**config.mk**
```make
export PLATFORM = sky130hd
export DESIGN_NAME = first_fit_blob_placement_unit
export DESIGN_NICKNAME = d
export VERILOG_FILES = /design/src/rtl/core/ffbp_pkg.sv /design/src/rtl/core/ffbp_ram.sv /design/src/rtl/core/ffbp_ctrl.sv /design/src/rtl/core/ffbp_dp.sv /design/src/rtl/core/first_fit_blob_placement_unit.sv
export SDC_FILE = /design/constraint.sdc
export NUM_CORES = 2
export LEC_CHECK = 0
export ABC_AREA = 1
export BUFFER_PORTS_ARGS = -buffer_cell sky130_fd_sc_hd__clkbuf_2
export CELL_PAD_IN_SITES_DETAIL_PLACEMENT = 0
export CELL_PAD_IN_SITES_GLOBAL_PLACEMENT = 1
export CORE_AREA = 4 4 425 427
export DETAILED_ROUTE_END_ITERATION = 10
export DIE_AREA = 0 0 429 431
export GPL_TIMING_DRIVEN = 0
export PLACE_DENSITY = 0.82
export SYNTH_ARGS = -nofsm -noshare
export SYNTH_HDL_FRONTEND = slang
export SYNTH_HIERARCHICAL = 1
export SYNTH_SLANG_ARGS = --single-unit
```
**constraint.sdc**
```tcl
create_clock -name clk_i -period 11.1 [get_ports clk_i]
set_input_delay 3.33 -clock clk_i [delete_from_list [all_inputs] [get_ports clk_i]]
set_output_delay 3.33 -clock clk_i [all_outputs]
set_load 0.05 [all_outputs]
```
**src/rtl/core/ffbp_pkg.sv**
```systemverilog
// Shared types and constants of the first-fit blob placement unit.
// Used by the controller, the datapath and the top level; no dependencies.
`default_nettype none

package ffbp_pkg;

  localparam int unsigned ID_W      = 32;
  localparam int unsigned SCORE_W   = 17;
  localparam int unsigned IO_SIZE_W = 48;
  localparam int unsigned SLOT_W    = 4;
  localparam logic [SCORE_W-1:0] SCORE_ONE = 17'd65536;

  typedef enum logic {
    CMD_LOAD  = 1'b0,
    CMD_PLACE = 1'b1
  } cmd_e;

  typedef enum logic [1:0] {
    ST_PLACED = 2'd0,
    ST_NOSOL  = 2'd1,
    ST_SKIP   = 2'd2,
    ST_LOADED = 2'd3
  } status_e;

  typedef enum logic [1:0] {
    S_IDLE,
    S_SCAN,
    S_UPDATE,
    S_FINISH
  } ctrl_state_e;

  // Controller to datapath.
  typedef struct packed {
    logic take;      // input register may take a request
    logic scan;      // walk the slot table
    logic update;    // write back the reduced capacity
    logic finish;    // move the result into the output register
  } ffbp_cmd_t;

  // Datapath to controller.
  typedef struct packed {
    logic need_scan; // offered request is a placement that must search
    logic hit;       // current slot qualifies
    logic miss;      // last slot checked without a match
    logic out_free;  // output register can take a result this cycle
  } ffbp_sts_t;

endpackage

`default_nettype wire

```
**src/rtl/core/ffbp_ram.sv**
```systemverilog
// Generic single-port-write, single-port-read RAM with registered read data.
// No dependencies.
`default_nettype none

module ffbp_ram #(
  parameter int unsigned WIDTH = 8,
  parameter int unsigned DEPTH = 16,
  localparam int unsigned AW = (DEPTH > 1) ? $clog2(DEPTH) : 1
) (
  input  wire logic             clk_i,
  input  wire logic             we_i,
  input  wire logic [AW-1:0]    waddr_i,
  input  wire logic [WIDTH-1:0] wdata_i,
  input  wire logic             re_i,
  input  wire logic [AW-1:0]    raddr_i,
  output logic      [WIDTH-1:0] rdata_o
);

  logic [WIDTH-1:0] mem_q [DEPTH];

  always_ff @(posedge clk_i) begin
    if (we_i) begin
      mem_q[waddr_i] <= wdata_i;
    end
    if (re_i) begin
      rdata_o <= mem_q[raddr_i];
    end
  end

endmodule

`default_nettype wire

```
**src/rtl/core/ffbp_ctrl.sv**
```systemverilog
// Sequencing state machine of the placement unit.
// Depends on ffbp_pkg for the state type and the command and status structs.
`default_nettype none

module ffbp_ctrl
  import ffbp_pkg::*;
(
  input  wire logic      clk_i,
  input  wire logic      rst_ni,
  input  wire logic      in_valid_i,
  input  wire ffbp_sts_t sts_i,
  output ffbp_cmd_t      cmd_o
);

  ctrl_state_e state_q, state_d;

  always_ff @(posedge clk_i or negedge rst_ni) begin
    if (!rst_ni) begin
      state_q <= S_IDLE;
    end else begin
      state_q <= state_d;
    end
  end

  always_comb begin
    state_d = state_q;
    case (state_q)
      S_IDLE: begin
        if (in_valid_i) begin
          state_d = sts_i.need_scan ? S_SCAN : S_FINISH;
        end
      end
      S_SCAN: begin
        if (sts_i.hit) begin
          state_d = S_UPDATE;
        end else if (sts_i.miss) begin
          state_d = S_FINISH;
        end
      end
      S_UPDATE: state_d = S_FINISH;
      S_FINISH: begin
        if (sts_i.out_free) begin
          state_d = S_IDLE;
        end
      end
      default: state_d = S_IDLE;
    endcase
  end

  always_comb begin
    cmd_o = '0;
    case (state_q)
      S_IDLE:   cmd_o.take   = 1'b1;
      S_SCAN:   cmd_o.scan   = 1'b1;
      S_UPDATE: cmd_o.update = 1'b1;
      S_FINISH: cmd_o.finish = sts_i.out_free;
      default:  cmd_o = '0;
    endcase
  end

endmodule

`default_nettype wire

```
**src/rtl/core/ffbp_dp.sv**
```systemverilog
// Datapath of the placement unit: slot table, valid marks, scan, result registers.
// Depends on ffbp_pkg and ffbp_ram.
`default_nettype none

module ffbp_dp
  import ffbp_pkg::*;
#(
  parameter int unsigned MAX_TARGETS = 16,
  parameter int unsigned SIZE_BITS   = 48
) (
  input  wire logic                 clk_i,
  input  wire logic                 rst_ni,
  input  wire logic                 cfg_we_i,
  input  wire logic [SCORE_W-1:0]   cfg_data_i,
  input  wire logic                 in_valid_i,
  input  wire logic                 command_i,
  input  wire logic [SLOT_W-1:0]    target_slot_i,
  input  wire logic [ID_W-1:0]      target_id_i,
  input  wire logic [IO_SIZE_W-1:0] target_capacity_i,
  input  wire logic [SCORE_W-1:0]   target_score_i,
  input  wire logic [IO_SIZE_W-1:0] item_size_i,
  input  wire logic                 batch_last_i,
  input  wire logic                 out_stall_i,
  input  wire ffbp_cmd_t            cmd_i,
  output ffbp_sts_t                 sts_o,
  output logic                      out_valid_o,
  output logic [1:0]                status_o,
  output logic [ID_W-1:0]           placed_target_id_o,
  output logic [IO_SIZE_W-1:0]      placed_size_o
);

  localparam int unsigned IDX_W  = (MAX_TARGETS > 1) ? $clog2(MAX_TARGETS) : 1;
  localparam int unsigned CNT_W  = $clog2(MAX_TARGETS + 1);
  localparam int unsigned WORD_W = ID_W + SCORE_W + SIZE_BITS;
  localparam logic [IDX_W-1:0] LAST_IDX = IDX_W'(MAX_TARGETS - 1);

  logic                 accept;
  logic [SCORE_W-1:0]   blob_score_q;
  logic                 batch_failed_q;
  logic [MAX_TARGETS-1:0] valid_q;
  logic [SIZE_BITS-1:0] size_q;
  logic                 last_q;
  logic [CNT_W-1:0]     cnt_q;
  logic                 rd_pend_q;
  logic [IDX_W-1:0]     rd_idx_q;
  logic [IDX_W-1:0]     hit_idx_q;
  logic [WORD_W-1:0]    hit_word_q;
  status_e              res_status_q;
  logic [ID_W-1:0]      res_id_q;
  logic [IO_SIZE_W-1:0] res_size_q;
  logic                 out_valid_q;
  status_e              out_status_q;
  logic [ID_W-1:0]      out_id_q;
  logic [IO_SIZE_W-1:0] out_size_q;

  logic [8:0]           slot_wide;
  logic                 slot_in_range;
  logic [IDX_W-1:0]     load_idx;
  logic                 is_load;
  logic                 issue;
  logic                 hit;
  logic                 miss;
  logic [WORD_W-1:0]    rd_word;
  logic [ID_W-1:0]      rd_id;
  logic [SCORE_W-1:0]   rd_score;
  logic [SIZE_BITS-1:0] rd_cap;
  logic [SIZE_BITS-1:0] new_cap;
  logic                 ram_we;
  logic [IDX_W-1:0]     ram_waddr;
  logic [WORD_W-1:0]    ram_wdata;

  assign accept        = in_valid_i & cmd_i.take;
  assign is_load       = (command_i == CMD_LOAD);
  assign slot_wide     = 9'(target_slot_i);
  assign slot_in_range = slot_wide < 9'(MAX_TARGETS);
  assign load_idx      = slot_wide[IDX_W-1:0];

  assign {rd_id, rd_score, rd_cap} = rd_word;

  // A read issued in one cycle is checked in the next, so the scan runs one
  // slot per cycle; the read stops once a slot matches to keep its data.
  assign hit   = cmd_i.scan & rd_pend_q & valid_q[rd_idx_q] &
                 (rd_score <= blob_score_q) & (rd_cap >= size_q);
  assign miss  = cmd_i.scan & rd_pend_q & ~hit & (rd_idx_q == LAST_IDX);
  assign issue = cmd_i.scan & ~hit & (cnt_q < CNT_W'(MAX_TARGETS));

  assign new_cap   = hit_word_q[SIZE_BITS-1:0] - size_q;
  assign ram_we    = (accept & is_load & slot_in_range) | cmd_i.update;
  assign ram_waddr = cmd_i.update ? hit_idx_q : load_idx;
  assign ram_wdata = cmd_i.update ?
                     {hit_word_q[WORD_W-1:SIZE_BITS], new_cap} :
                     {target_id_i, target_score_i, SIZE_BITS'(target_capacity_i)};

  ffbp_ram #(
    .WIDTH (WORD_W),
    .DEPTH (MAX_TARGETS)
  ) u_table (
    .clk_i   (clk_i),
    .we_i    (ram_we),
    .waddr_i (ram_waddr),
    .wdata_i (ram_wdata),
    .re_i    (issue),
    .raddr_i (cnt_q[IDX_W-1:0]),
    .rdata_o (rd_word)
  );

  assign sts_o.need_scan = (command_i == CMD_PLACE) & ~batch_failed_q;
  assign sts_o.hit       = hit;
  assign sts_o.miss      = miss;
  assign sts_o.out_free  = ~out_valid_q | ~out_stall_i;

  // Control state.
  always_ff @(posedge clk_i or negedge rst_ni) begin
    if (!rst_ni) begin
      blob_score_q   <= SCORE_ONE;
      batch_failed_q <= 1'b0;
      valid_q        <= '0;
      cnt_q          <= '0;
      rd_pend_q      <= 1'b0;
      out_valid_q    <= 1'b0;
    end else begin
      if (cfg_we_i) begin
        blob_score_q <= cfg_data_i;
      end
      if (accept) begin
        cnt_q <= '0;
        if (is_load) begin
          if (slot_in_range) begin
            valid_q[load_idx] <= 1'b1;
          end
        end else if (batch_failed_q && batch_last_i) begin
          batch_failed_q <= 1'b0;
        end
      end else if (issue) begin
        cnt_q <= cnt_q + CNT_W'(1);
      end
      // A zero-size request never fails the batch.
      if (miss && (size_q != '0)) begin
        batch_failed_q <= ~last_q;
      end
      rd_pend_q <= issue;
      if (cmd_i.finish) begin
        out_valid_q <= 1'b1;
      end else if (!out_stall_i) begin
        out_valid_q <= 1'b0;
      end
    end
  end

  // Payload registers.
  always_ff @(posedge clk_i) begin
    if (issue) begin
      rd_idx_q <= cnt_q[IDX_W-1:0];
    end
    if (accept) begin
      size_q     <= SIZE_BITS'(item_size_i);
      last_q     <= batch_last_i;
      res_id_q   <= '0;
      res_size_q <= '0;
      res_status_q <= is_load ? ST_LOADED : ST_SKIP;
    end
    if (hit) begin
      hit_idx_q    <= rd_idx_q;
      hit_word_q   <= rd_word;
      res_status_q <= ST_PLACED;
      res_id_q     <= rd_id;
      res_size_q   <= IO_SIZE_W'(size_q);
    end else if (miss) begin
      res_status_q <= (size_q == '0) ? ST_PLACED : ST_NOSOL;
    end
    if (cmd_i.finish) begin
      out_status_q <= res_status_q;
      out_id_q     <= res_id_q;
      out_size_q   <= res_size_q;
    end
  end

  assign out_valid_o        = out_valid_q;
  assign status_o           = out_status_q;
  assign placed_target_id_o = out_id_q;
  assign placed_size_o      = out_size_q;

endmodule

`default_nettype wire

```
**src/rtl/core/first_fit_blob_placement_unit.sv**
```systemverilog
// First-fit placement of blobs over a table of MAX_TARGETS storage targets.
// A load request writes one target slot and is answered from the finish state.
// A place request walks the slots in order through the single read port of the
// slot table, one slot per cycle, and takes the first valid slot whose score is
// within blob_score and whose capacity holds the blob; its result is ready once
// the walk ends and, for a hit, the capacity is written back. Requests are
// handled one at a time; a finished result waits in the output register while
// the next request is taken. A failed placement marks the rest of its batch as
// skipped, up to and including the request with batch_last set.
// Depends on ffbp_pkg, ffbp_ctrl, ffbp_dp and ffbp_ram.
`default_nettype none

module first_fit_blob_placement_unit
  import ffbp_pkg::*;
#(
  parameter int unsigned MAX_TARGETS = 16,
  parameter int unsigned SIZE_BITS   = 48
) (
  input  wire logic                 clk_i,
  input  wire logic                 rst_ni,
  input  wire logic                 cfg_we_i,
  input  wire logic [SCORE_W-1:0]   cfg_data_i,
  input  wire logic                 in_valid_i,
  output logic                      in_stall_o,
  input  wire logic                 command_i,
  input  wire logic [SLOT_W-1:0]    target_slot_i,
  input  wire logic [ID_W-1:0]      target_id_i,
  input  wire logic [IO_SIZE_W-1:0] target_capacity_i,
  input  wire logic [SCORE_W-1:0]   target_score_i,
  input  wire logic [IO_SIZE_W-1:0] item_size_i,
  input  wire logic                 batch_last_i,
  output logic                      out_valid_o,
  input  wire logic                 out_stall_i,
  output logic [1:0]                status_o,
  output logic [ID_W-1:0]           placed_target_id_o,
  output logic [IO_SIZE_W-1:0]      placed_size_o
);

  ffbp_cmd_t cmd;
  ffbp_sts_t sts;

  assign in_stall_o = ~cmd.take;

  ffbp_ctrl u_ctrl (
    .clk_i      (clk_i),
    .rst_ni     (rst_ni),
    .in_valid_i (in_valid_i),
    .sts_i      (sts),
    .cmd_o      (cmd)
  );

  ffbp_dp #(
    .MAX_TARGETS (MAX_TARGETS),
    .SIZE_BITS   (SIZE_BITS)
  ) u_dp (
    .clk_i              (clk_i),
    .rst_ni             (rst_ni),
    .cfg_we_i           (cfg_we_i),
    .cfg_data_i         (cfg_data_i),
    .in_valid_i         (in_valid_i),
    .command_i          (command_i),
    .target_slot_i      (target_slot_i),
    .target_id_i        (target_id_i),
    .target_capacity_i  (target_capacity_i),
    .target_score_i     (target_score_i),
    .item_size_i        (item_size_i),
    .batch_last_i       (batch_last_i),
    .out_stall_i        (out_stall_i),
    .cmd_i              (cmd),
    .sts_o              (sts),
    .out_valid_o        (out_valid_o),
    .status_o           (status_o),
    .placed_target_id_o (placed_target_id_o),
    .placed_size_o      (placed_size_o)
  );

endmodule

`default_nettype wire

```
-- Word-level counts from Yosys, hierarchy flattened
Memory sizes are Yosys's and may differ from the RTL's. A register that Yosys moved wholly into a read port is not among the register bits.
Index checks and enable logic that the tools add are counted.
- output and inout port bits: 84
- word-level logic and storage cells: 107
- input port bits: 173
- bits in writable memories: 1552
- memories kept: 1
- flip-flop bits (word level): 361
- memories (memory ; words ; width ; rd ports ; clocked after memory_dff ; write ports ; RTL line ; source):
    u_dp.u_table.mem_q ; 16 ; 97 ; 1 ; 1 ; 1 ; ffbp_ram.sv:19 ; logic [WIDTH-1:0] mem_q [DEPTH];
- mux-type cells: 34
- reduce and logical (&&, ||, !) cells: 15
- $lt $le $gt $ge: 7
- add/sub/neg operators: 2
- equal/unequal tests: 8
- bitwise gates (word level): 22
- operator list (operator ; number):
    2-to-1 mux 97 bit ; 1
    2-to-1 mux 48 bit ; 2
    2-to-1 mux 32 bit ; 2
    greater-or-equal comparator 48 bit ; 1
    zero test 48 bit ; 1
    nonzero test 48 bit ; 1
    subtractor 48 bit ; 1
    <= comparator 17 bit ; 1
    2-to-1 mux 1 bit ; 16
    bitwise OR 16 bit ; 1
    less-than comparator 4 x 5 -> 1 bit, second input constant ; 3
    2-to-1 mux 2 bit ; 7
    AND 1 bit ; 12
    nonzero test 2 bit ; 6
    2-to-1 mux 5 bit ; 2
    AND reduction 3 bit ; 3
    one-hot mux 2 bit (4 select lines) ; 1
    NOT 1 bit ; 7
    adder 5 x 1 -> 5 bit, second input constant ; 1
    less-than comparator 5 bit, second input constant ; 1
    binary-select mux 1 bit (select 4 bit) ; 1
    demux 1 bit (select 4 bit) ; 1
    equality test 2 bit, second input constant ; 2
    equality test 4 bit, second input constant ; 1
    other kinds (9) ; 13

-- Longest topological paths before layout
- word-level depth: 12
- mapped depth: 22
- depth with buffers taken out: 20

-- Modules after synthesis
The synthesis kept the hierarchy.
- by module, submodules not included (module ; seq. area each (um2) ; instances ; cells each ; area an instance (um2)):
    ffbp_ram ; 49517.5 ; 1 ; 6366 ; 69007.4
    ffbp_dp ; 10556.4 ; 1 ; 1909 ; 18754.2
    ffbp_ctrl ; 50.0 ; 1 ; 34 ; 224.0
    first_fit_blob_placement_unit ; 0.0 ; 1 ; 1 ; 3.8

-- Least setup slack after synthesis
OpenSTA, ideal clock, no wires.
- path kind: input -> register
- from: input port in_valid_i
- to: memory u_dp/u_table/mem_q[12][0] (netlist name), enable pin
- setup time: 0.554 ns
- setup slack: 2.446 ns
- stages on the path: 6
- data arrival time: 8.100 ns
- path buffers: 0
- data required time: 10.546 ns
- path through: nand2_1 -> nor2_1 -> inv_1 -> nand2_1 -> nand3_1 -> nor2_1
- cells in the longest elaborated chain, start to end: 6
- RTL lines (what ; RTL line ; source):
    start, declared ; first_fit_blob_placement_unit.sv:23 ; input wire logic in_valid_i,
    AND 1 bit ; ffbp_dp.sv:72 ; assign accept = in_valid_i & cmd_i.take;
    AND 1 bit (2 in a row) ; ffbp_dp.sv:88 ; assign ram_we = (accept & is_load & slot_in_range) | cmd_i.update;
    bitwise OR 1 bit ; ffbp_dp.sv:88 ;
    via u_dp.ram_we ; ffbp_dp.sv:68 ; logic ram_we;
    2-to-1 mux 1 bit ; ffbp_ram.sv:22 ; if (we_i) begin
    2-to-1 mux 1 bit (not written as such) ; ffbp_ram.sv:23 ; mem_q[waddr_i] <= wdata_i;
    end, declared ; ffbp_ram.sv:19 ;
The timed path passes the listed nets, and every way through them passes these cells.

-- Worst setup path after layout
- from: input port in_valid_i
- to: memory u_dp/u_table/mem_q[5][86] (netlist name), enable pin
The elaborated chain is that of the path after synthesis.

==> summary.md <==
| Metric | Value |
|---|---|
| Tmin final | 5.890 ns |
| Routed WL | 273200 µm |
| # rows | around 150 |
| Drt pass-1 iters | 7 |
| Most numerous cell in the Yosys netlist | nand2_1 |
| Final hold vios | 0 |
| Top cells by count, synth | nand2_1, edfxtp_1, inv_1, nand3_1, buf_2 |
| Synthesis-to-layout area growth | 14.39% |
| # port buffers | about 260 |
| Relative slew margins | 4.612% |
| Top cells by area, synth | edfxtp_1, nand2_1, nand3_1 |
| Startpoint types | primary input |
| Multi-input gate area | ~0.021 mm² |
| Number of global-route vias before repair | approximately 59000 |
| Die Wd | approximately 430 µm |
| DR vias | between 60000 and 70000 |
| Most frequent CP cell | buf_12 |
| Initial antenna violation count | 17 |
| Slowest CP cell | nor2_4 |
| Post-Layout Cell Count | approximately 11000 |
| DIE AREA | between 0.15 and 0.2 mm² |
| Worst skew pair latency | roughly 0.84 ns |
| Lkg Pwr | around 43 nW |
| Ys flop type | edfxtp_1 |
| Ys async rst share | under 10% |
| GRT Overall Usage | between 20% and 30% |
| Routed wire per std cell | approximately 24 µm |
| Crit path cell chain | clkbuf_2, nand2_1, nor2_1, inv_1, nand2_1, nand3b_1, nor2_4, buf_12, buf_12, buf_12 |
| Final Max Tran Viols | 0 |
| First-pass GRT wire length | 392600 µm |
| Max clock buf depth | 3 |
| Worst-Margin Slew | approximately 1.4 ns |
| Arrival time at the worst endpoint | between 6 and 7 ns |
| Share of the synthesized area in the top cell type | about two thirds |
| Area leader, netlist | edfxtp_1 |
| Buf/Inv on CP | 5 |
| CTS Buf Count | ~200 |
| Reg area | roughly 0.06 mm² |
| Seq cells post-synth | approximately 2000 |
| Hold slack | ~0.41 ns |
| Endpoints failing setup | 0 |
| Hold Crit Class | flip-flop to flip-flop |
| Power density over the cells | 265.1 mW/mm² |
| RSZ-0062 raised after global routing | no |
| Clock-pin slew on the worst setup and hold paths | 0.06 ns |
| Initial Utilization | between 40% and 50% |
| Mapped Avg Cell Area | approximately 11 µm² |
| Proportion of layout cells with a drive suffix above 1 | between 10% and 20% |
| Fmax | around 170 MHz |
| Number of max-cap violations | 0 |
| Post-layout nets | between 9000 and 10000 |
| Final Util | roughly 57% |
| Syn Std Cell Area | between 0.08 and 0.09 mm² |
| Yosys warning total | 6 |
| Vias per std cell | between 5 and 6 |
| Largest stage delay, worst path | about 0.86 ns |
| EDFF count, synth | approximately 2000 |
| Total grt overflow | 0 |
| CP top delay family | simple AND/OR/NAND/NOR gates |
| Cell count after synthesis | 8310 |
| CP max FO | 22 |
| DRC | 0 |
| Largest net degree at the start of global routing | 67 |
| Post-route setup slack | between 5 and 6 ns |
| Fillers | around 15000 |
| Final period util | 53.06% |
| CORE AREA | approximately 0.18 mm² |
| H-tree levels | 4 |
| Die Y | 431 µm |
| Dpl cells | 10990 |
| Post-CTS Setup Repair Bufs | 0 |
| I/O pin total | 257 |
| CP Class | primary input to flip-flop |
| Cts repair resizes | 0 |
| Worst path required time | around 12 ns |
| Sink Count | approximately 2000 |
| Syn nets | roughly 8600 |
| CTS root buffer | clkbuf_16 |
| Synth cell types | 49 |
| Seq/Total Area, Yosys | 68.33% |
| # hold bufs at CTS | 0 |
| GPL Wtd Cong | 0.8952 |
| VDD IR max | about 0.18 mV |
| Outcome | finished, final reports clean |
| Clock skew | 0.03033 ns |
| CP Capture Type | flip-flop |
| Dpl hpwl | 189000 µm |
| Routed Antenna Nets | 0 |
| Worst slack at placement | around 4.4 ns |
| Initial DRC Count | 7185 |
| CTS tree | yes |
through the flow:
stage	setup TNS (ns)	area [µm²]	power, W
2_1_floorplan	0	87990	0.01596
4_1_cts	0	100600	0.02662
6_report	0	100700	0.02668
3_5_place_dp	0	94140	0.01995
3_3_place_gp	-4237.08	92200	0.01973
5_1_grt	0	100600	0.02781
where the power goes:
part           total (W)  internal, W  switching, W
clock            0.00669      0.00384       0.00285
sequential        0.0106       0.0103      0.000291
combinational    0.00942      0.00219       0.00723
state kept, by name, indices dropped and copies added, names as in the netlist, 4 cells and up:
name,count
u_dp/blob_score_q,17
u_dp/cnt_q,5
u_dp/hit_idx_q,4
u_dp/hit_word_q,97
u_dp/placed_size_o,48
u_dp/placed_target_id_o,32
u_dp/rd_idx_q,4
u_dp/res_id_q,32
u_dp/res_size_q,48
u_dp/size_q,48
u_dp/u_table/mem_q,1552
u_dp/u_table/rdata_o,97
u_dp/valid_q,16
layout by cell type (no fill, tap or decap), drive strengths merged, types with 2 or more instances in the layout:
cell type  count
nand2       2582
edfxtp      1965
inv         1428
nand3       1249
clkbuf       563
buf          373
nor2         233
ha           117
o21ai        110
clkinv       104
a21oi         96
dfrtp         42
nand4         30
bufinv        21
nor3          18
xnor2         13
a31oi         11
o21bai        10
xor2           9
diode          8
clkinvlp       7
nor4           7
a21boi         7
or2            6
nand3b         5
a21o           4
o211ai         4
o21a           2
dfxtp          2
final cells by class:
type | instances | share of cell area [%]
diodes | 8 | 0.01989
repair buffers | 345 | 3.016
flip-flops and latches | 2010 | 59.73
plain buffers | 358 | 1.781
inverters | 1424 | 5.327
well taps | 2340 | 2.909
clock inverters | 136 | 1.241
multi-input cells | 4518 | 20.79
clock buffers | 233 | 5.180
cell families after synthesis:
family / count (synthesis) / share of synthesized area [%]
simple gates: 4133 / 20.14
flops: 2010 / 68.33
buf+inv: 1782 / 8.107
compound gates: 244 / 1.507
fa+ha+maj: 118 / 1.686
xor+xnor: 22 / 0.2190
mux: 1 / 0.01280
routing by layer:
layer  global-route usage (%)  part of all wire [%]
met2                    47.16                    47
met4                    14.82                   5.5
met5                        0                 0.025
met1                    38.18                    38
met3                    4.698                   9.8
path summary, 6_finish.rpt:
path                                        start                           to  slack [ns]  cells past startpoint
worst min-delay path            u_dp/res_id_q[15]  u_dp/placed_target_id_o[15]        0.41                      0
max in group asynchronous                  rst_ni              u_dp/valid_q[5]        8.03                      2
min in group asynchronous                  rst_ni         u_dp/blob_score_q[2]        2.51                      1
worst min register to register  u_dp/res_id_q[15]  u_dp/placed_target_id_o[15]        0.41                      0
worst max register to register  u_ctrl/state_q[0]   u_dp/u_table/mem_q[15][89]        5.67                     11
worst max-delay path                   in_valid_i    u_dp/u_table/mem_q[5][86]        5.21                     10
Power figures use the tool's default switching activity.
